--- src/psqst_pkg.sv ---
// Types and constants shared by the quote statistics table.
// No dependencies; every other file in src refers to this package by scoped name.
package psqst_pkg;

  localparam int unsigned SYM_W   = 64;
  localparam int unsigned PRICE_W = 32;
  localparam int unsigned QTY_W   = 32;
  localparam int unsigned TIME_W  = 64;
  localparam int unsigned VOL_W   = 48;
  localparam int unsigned CNT_W   = 32;
  localparam int unsigned SLOT_W  = 6;   // width of the report slot field
  localparam int unsigned STAT_W  = 3;

  typedef enum logic [STAT_W-1:0] {
    ST_UPDATED = 3'd0,
    ST_NEW     = 3'd1,
    ST_FULL    = 3'd2,
    ST_REPORT  = 3'd3,
    ST_EMPTY   = 3'd4
  } status_e;

  typedef struct packed {
    logic               req_type;
    logic [SYM_W-1:0]   symbol;
    logic               side;
    logic [PRICE_W-1:0] price;
    logic [QTY_W-1:0]   quantity;
    logic [TIME_W-1:0]  send_time;
    logic [TIME_W-1:0]  now_time;
    logic [SLOT_W-1:0]  slot_index;
  } req_t;

  typedef struct packed {
    status_e            status;
    logic [SYM_W-1:0]   symbol_out;
    logic [PRICE_W-1:0] bid_top;
    logic [PRICE_W-1:0] ask_top;
    logic [PRICE_W-1:0] spread;
    logic [VOL_W-1:0]   volume;
    logic [CNT_W-1:0]   msg_total;
    logic [CNT_W-1:0]   processed_count;
    logic [TIME_W-1:0]  latency_total;
  } rsp_t;

  // One table entry as held in the slot memory.
  typedef struct packed {
    logic [SYM_W-1:0]   symbol;
    logic [PRICE_W-1:0] bid;
    logic [PRICE_W-1:0] ask;
    logic               ask_seen;
    logic [VOL_W-1:0]   volume;
    logic [CNT_W-1:0]   count;
  } slot_t;

  // Controller to datapath.
  typedef struct packed {
    logic capture;
    logic match;
    logic group;
    logic select;
    logic read;
    logic write;
    logic emit;
  } cmd_t;

  // Datapath to controller.
  typedef struct packed {
    logic is_report;
  } sts_t;

endpackage

--- src/psqst_ctrl.sv ---
// Sequencing controller for the quote statistics table.
// Depends on psqst_pkg for the command and status structs.
module psqst_ctrl (
  input  logic              clk_i,
  input  logic              rst_ni,
  input  logic              start,
  output logic              busy,
  input  psqst_pkg::sts_t   sts_i,
  output psqst_pkg::cmd_t   cmd_o
);

  typedef enum logic [2:0] {
    S_IDLE,
    S_MATCH,
    S_GROUP,
    S_SELECT,
    S_READ,
    S_WRITE,
    S_EMIT
  } state_e;

  state_e          state_q, state_d;
  psqst_pkg::cmd_t cmd_q, cmd_d;
  logic            busy_q;
  logic            capture;

  assign capture = start & ~busy_q;
  assign busy    = busy_q;

  always_comb begin
    cmd_o         = cmd_q;
    cmd_o.capture = capture;
  end

  always_comb begin
    state_d = state_q;
    case (state_q)
      S_IDLE:   if (capture) state_d = S_MATCH;
      // reports need no symbol search
      S_MATCH:  state_d = sts_i.is_report ? S_SELECT : S_GROUP;
      S_GROUP:  state_d = S_SELECT;
      S_SELECT: state_d = S_READ;
      S_READ:   state_d = S_WRITE;
      S_WRITE:  state_d = S_EMIT;
      S_EMIT:   state_d = S_IDLE;
      default:  state_d = S_IDLE;
    endcase
  end

  always_comb begin
    cmd_d         = '0;
    cmd_d.match   = (state_d == S_MATCH);
    cmd_d.group   = (state_d == S_GROUP);
    cmd_d.select  = (state_d == S_SELECT);
    cmd_d.read    = (state_d == S_READ);
    cmd_d.write   = (state_d == S_WRITE);
    cmd_d.emit    = (state_d == S_EMIT);
  end

  always_ff @(posedge clk_i or negedge rst_ni) begin
    if (!rst_ni) begin
      state_q <= S_IDLE;
      cmd_q   <= '0;
      busy_q  <= 1'b0;
    end else begin
      state_q <= state_d;
      cmd_q   <= cmd_d;
      busy_q  <= (state_d != S_IDLE);
    end
  end

endmodule

--- config.mk ---
export PLATFORM = sky130hd
export DESIGN_NAME = psqst_ctrl
export DESIGN_NICKNAME = d
export VERILOG_FILES = /design/src/psqst_pkg.sv /design/src/psqst_ctrl.sv
export SDC_FILE = /design/constraint.sdc
export NUM_CORES = 1
export LEC_CHECK = 0
export BUFFER_PORTS_ARGS = -buffer_cell sky130_fd_sc_hd__buf_2
export CAP_MARGIN = 0
export CORE_AREA = 2 2 39 41
export DETAILED_ROUTE_END_ITERATION = 16
export DIE_AREA = 0 0 41 43
export SLEW_MARGIN = 10
export SYNTH_ARGS = -nofsm -noshare
export SYNTH_HDL_FRONTEND = slang
export SYNTH_SLANG_ARGS = --single-unit
--- constraint.sdc ---
create_clock -name clk_i -period 1.9 [get_ports clk_i]
set_clock_uncertainty 0.1 [all_clocks]
set_input_delay 0.38 -clock clk_i [delete_from_list [all_inputs] [get_ports clk_i]]
set_output_delay 0.38 -clock clk_i [all_outputs]
set_load 0.02 [all_outputs]
==> flow_summary.yaml, run 1 <==
cts:
  ctsResizeCount: 0
  clock_path_buffers: 2
  tritoncts: "built"
  path_clk_slew_ps: 70
  numCtsBuffers: 3
  root_buffer: "clkbuf_4"
  clkLatencyLatePin_ps: 260
  post_cts_buffers: 0
  cts.sinks: 10
  h-tree-depth: 1
timing:
  finalHoldViolations: 0
  hold_ws_ps: 209
  setup_viol: 0
  fin_crit_sh_pct: 80.8
  rsz0062_at_grt: "no"
  slew_headroom_pct: 77.4
  worst_pin_slew_ps: 339
  final-max-slew-violation-count: 0
  max_freq_ghz: 0.652
  tns_ps: 0
  fin_crit_ps: 1530
power:
  peakVddDrop_mv: 0.659
  p_per_area_mw_per_mm2: 1660
  total_leakage_power_uw: 0.000274
  power_uw: 840
detailed_routing:
  wirelength_um: 635
  met1Wirelength_um: 314
  wl_met3_um: 33
  drt-vias-per-instance: 4.22
  drc_errors: 0
  antenna_left: 0
  wire_per_inst_um: 9.92
  route.met2.wl_um: 279
  drt_first_pass_iters: 3
  drt-initial-drc-count: 4
  top_signal_layer_used: "met4"
  vias: 270
die:
  coreArea_mm2: 0.00138
  io_pins: 12
  std_cell_rows: 14
  die_w_um: 41
  fp.dieH_um: 43
  die_area_mm2: 0.00176
  start_util_pct: 29.1
placement:
  dpl_cell_area_um2: 459
  hpwl_um: 477
  place.port_buffers: 11
  place.gp.congestion: 0.706
global_route:
  overflow: 0
  antenna_found_initial: 0
  grt_pass1_vias: 248
  grt_util_all_layers_pct: 9.24
  grt_max_degree: 11
  grt_pass1_wl_um: 1020
critical_path:
  cp_data_required_time_ps: 1420
  cp-start-kind: "flip-flop"
  crit_type: "flip-flop to primary output"
  critPathCaptureType: "primary output"
  arrival_ps: 1050
  r2r_cells: 3
  path_max_fanout: 4
hold_path:
  hp-class: "input pin to flip-flop"
  whs_path_depth: 2
synth:
  seq_area_frac_synth_pct: 62.1
  ys_ff_latch: 10
  synth_nets: 38
  syn_inst: 34
  ys_types: 15
  syn_area_um2: 403
  ys_warn_count: 0
  syn_avg_cell_area_um2: 11.8
cells_and_area:
  finish.instance_area_um2: 505
  nNetsFinal: 53
  area_growth_pct: 25.5
  antenna_cells: 0
  drive_above_1_share_pct: 37.5
run:
  maxCapViolations: 0
status:
  status: "finished clean"
power breakdown:
part	internal, uW	total (uW)	leakage [uW]	switching, uW
Clock	116	186	0.0000210	70.0
Combinational	127	283	0.000123	157
Sequential	286	370	0.000129	84.6
Total	529	840	0.000274	311
metal layers:
metal | track usage, % | up-vias
li1 | - | 139
met1 | 11.7 | 119
met2 | 10.9 | 10
met3 | 4.71 | 2
met4 | 8.00 | 0
met5 | 0 | -
kinds of logic after synthesis:
kind of cell / share of synthesized area (%)
buffers and inverters: 6.52
AO/OA/AOI/OAI: 5.59
flip-flops: 62.1
AND/OR/NAND/NOR: 25.8
synth_stat cells:
master,instances,area (um^2)
nor2b_4,1,13.8
a21o_1,1,7.51
dfrtp_1,10,250
nor2_2,1,6.26
nor2b_1,2,12.5
o21ai_0,1,5.00
nor4_1,2,12.5
nand2b_4,1,13.8
buf_4,1,7.51
inv_1,2,7.51
nand2_1,2,7.51
nor2_1,4,15.0
a21oi_1,2,10.0
nand3b_1,3,22.5
buf_6,1,11.3
registers in the layout, summed over array words and instances, names as in the netlist:
| register | cells |
|---|---|
| busy | 1 |
| cmd_o | 6 |
| state_q | 3 |
critical path: stages, from the launching register on:
cell	delay, ps
dfrtp_1	370
nor2b_1	210
buf_2	210
layout by cell type, fill, tap and decap left out:
cell,netlist,final
a21o_1,1,1
dlygate4sd3_1,0,1
nor2_1,4,4
inv_1,2,2
nand2_1,2,2
nand3b_1,3,3
clkbuf_4,0,3
o21ai_0,1,1
buf_2,0,11
nor4_1,2,2
nor2b_4,1,1
a21oi_1,2,2
dfrtp_1,10,10
nand2b_4,1,1
nor2b_1,2,2
clkbuf_8,0,1
nor2_2,1,1
final timing paths:
path | from | slack [ps] | endpoint
max | busy$_DFF_PN0_ | 370 | cmd_o[6]
min | sts_i | 210 | cmd_o[4]$_DFF_PN0_
min reg2reg | busy$_DFF_PN0_ | 430 | cmd_o[5]$_DFF_PN0_
max in group asynchronous | rst_ni | 1100 | cmd_o[2]$_DFF_PN0_
max reg2reg | state_q[1]$_DFF_PN0_ | 710 | state_q[0]$_DFF_PN0_
min in group asynchronous | rst_ni | 410 | cmd_o[5]$_DFF_PN0_
timing repair:
action / 4_1_cts / 5_1_grt
hold endpoints to repair: 10 / 0
setup endpoints to repair: 0 / 0
hold buffers: 1 / 0
per-stage QoR:
| stage | instances | setup WS (ps) | utilization, % |
|---|---|---|---|
| after floorplan | 34 | 601 | - |
| after global placement | 59 | 519 | 33.2 |
| after detailed placement | 59 | 531 | 33.2 |
| after CTS | 64 | 346 | 36.5 |
| after global routing | 64 | 282 | 36.5 |
| final | 64 | 366 | 36.5 |
cell type report:
type / count / area, um^2
Timing Repair Buffer: 12 / 65.1
Tap cell: 16 / 20.0
Multi-Input combinational cell: 20 / 126
Inverter: 2 / 7.51
Fill cell: 140 / 878
Sequential cell: 10 / 250
Clock buffer: 4 / 36.3
No activity file was read; power rests on OpenSTA's default activity.
==> run 2, diff against run 1 <==
- clock period: 1.9 -> 1.35 ns (I/O delays scaled with it)
==> run 2 against run 1 <==
Effect of this change:
- total power increased by 35%
- clock power rose by 3%
- sequential power up 41%
- register-to-register slack got worse by 540 ps
- wire length is 7.2% higher
- via count up 0.37%
- sequential cell count unchanged
- non-clock buffer count rose by 1
- sequential share of layout area increased by 0.12 points
- die area is the same
- critical path type unchanged
==> flow_summary.yaml, run 2 (synthesized netlist as in run 1, its figures left out) <==
cells_and_area:
  antenna_cells: 0
  nNetsFinal: 54
  final_cell_mix: "dfrtp_1 (10), buf_2 (10), nor2_1 (4), nand3b_1 (3), clkbuf_4 (3)"
  drive_above_1_share_pct: 39.6
  area_growth_pct: 25.2
  fillers: 148
  finalNonFillerCells: 64
  finish.instance_area_um2: 504
  largest_register_ffs: 6
die:
  start_util_pct: 29.1
  std_cell_rows: 14
  io_pins: 12
  die_w_um: 41
  die_area_mm2: 0.00176
  coreArea_mm2: 0.00138
  fp.dieH_um: 43
placement:
  place_ws_ps: 179
  place.gp.congestion: 0.701
  hpwl_um: 462
  place.port_buffers: 11
  dpl_cell_area_um2: 459
  dp.cells: 59
detailed_routing:
  wire_per_inst_um: 10.6
  drt-vias-per-instance: 4.23
  drc_errors: 0
  drt-initial-drc-count: 5
  vias: 271
  antenna_left: 0
  drt_first_pass_iters: 4
  wirelength_um: 681
cts:
  path_clk_slew_ps: 60
  root_buffer: "clkbuf_4"
  clkLatencyLatePin_ps: 250
  cts.sinks: 10
  numCtsBuffers: 3
  tritoncts: "built"
  clock_path_buffers: 2
  h-tree-depth: 1
global_route:
  grt_pass1_vias: 233
  grt_util_all_layers_pct: 9.86
  grt_max_degree: 11
  antenna_found_initial: 0
  overflow: 0
  grt_pass1_wl_um: 1070
power:
  comb_power_share_pct: 36.8
  seq_power_share_pct: 46.3
  p_sw_share_pct: 38.4
  p_sw_uw: 434
  p_per_area_mw_per_mm2: 2240
  clkPwrFrac_pct: 17.0
  total_leakage_power_uw: 0.000273
  internal-power_uw: 698
  peakVddDrop_mv: 0.618
timing:
  fin_crit_sh_pct: 96.7
  slew_headroom_pct: 76.6
  worst_slack_ps: 44.8
  max_freq_ghz: 0.766
  worst_pin_slew_ps: 352
  fin_crit_ps: 1310
  finalHoldViolations: 0
  setup_viol: 0
  final-max-slew-violation-count: 0
  rsz0062_at_grt: "no"
  tns_ps: 0
critical_path:
  cp_data_required_time_ps: 980
  r2r_cells: 3
  arrival_ps: 940
  critPathCaptureType: "primary output"
  cp-start-kind: "flip-flop"
  path_max_fanout: 2
  r2r_setup_slack_ps: 170
  crit_type: "flip-flop to primary output"
status:
  status: "finished clean"
hold_path:
  whs_path_depth: 2
  hp-class: "input pin to flip-flop"
run:
  maxCapViolations: 0
-- run 2: layer usage --
layer / up-vias / track usage (%) / routed length (um)
met5: - / 0 / 0
met4: 0 / 10.0 / 14
met3: 2 / 3.14 / 42
met2: 12 / 11.3 / 337
met1: 117 / 13.4 / 286
li1: 140 / - / -
-- run 2: final cells by class --
cell class | count | area (um^2) | share of cell area (%)
clock buffers | 3 | 22.5 | 4.47
flip-flops and latches | 10 | 250 | 49.6
repair buffers | 13 | 75.1 | 14.9
inverters | 2 | 7.51 | 1.49
multi-input cells | 20 | 129 | 25.6
well taps | 16 | 20.0 | 3.97
-- run 2: metrics by stage --
step           utilization, %  hold WS [ps]  power, uW
2_1_floorplan               -          -126        842
3_3_place_gp             33.2          37.4        916
3_5_place_dp             33.2          37.9        924
4_1_cts                  36.4          88.8       1140
5_1_grt                  36.4          94.8       1210
6_report                 36.4           101       1130
-- run 2: critical path, cell delays in order, from the launching register on --
cell and delay (ps):
dfrtp_1 380, nor2b_2 140, buf_4 160
-- run 2: final timing paths --
kind,start,to
hold reg to reg,state_q[0]$_DFF_PN0_,cmd_o[1]$_DFF_PN0_
setup reg to reg,state_q[1]$_DFF_PN0_,state_q[0]$_DFF_PN0_
hold / removal,sts_i,cmd_o[4]$_DFF_PN0_
setup / recovery,busy$_DFF_PN0_,cmd_o[6]
min in group asynchronous,rst_ni,cmd_o[1]$_DFF_PN0_
max in group asynchronous,rst_ni,state_q[1]$_DFF_PN0_
-- run 2: what timing repair did --
| action | in CTS | in global routing |
|---|---|---|
| setup buffers | 1 | 0 |
| hold buffers | 1 | 0 |
| endpoints found under the setup margin | 1 | 0 |
| gates resized for setup | 2 | 0 |
| hold endpoints to repair | 10 | 0 |
-- run 2: power groups by stage --
stage | Sequential [uW] | Clock, uW | Combinational [uW]
floorplan | 556 | 0 | 286
global placement | 522 | 0 | 394
detailed placement | 525 | 0 | 400
CTS | 521 | 204 | 420
global route | 538 | 216 | 461
finish | 523 | 192 | 416
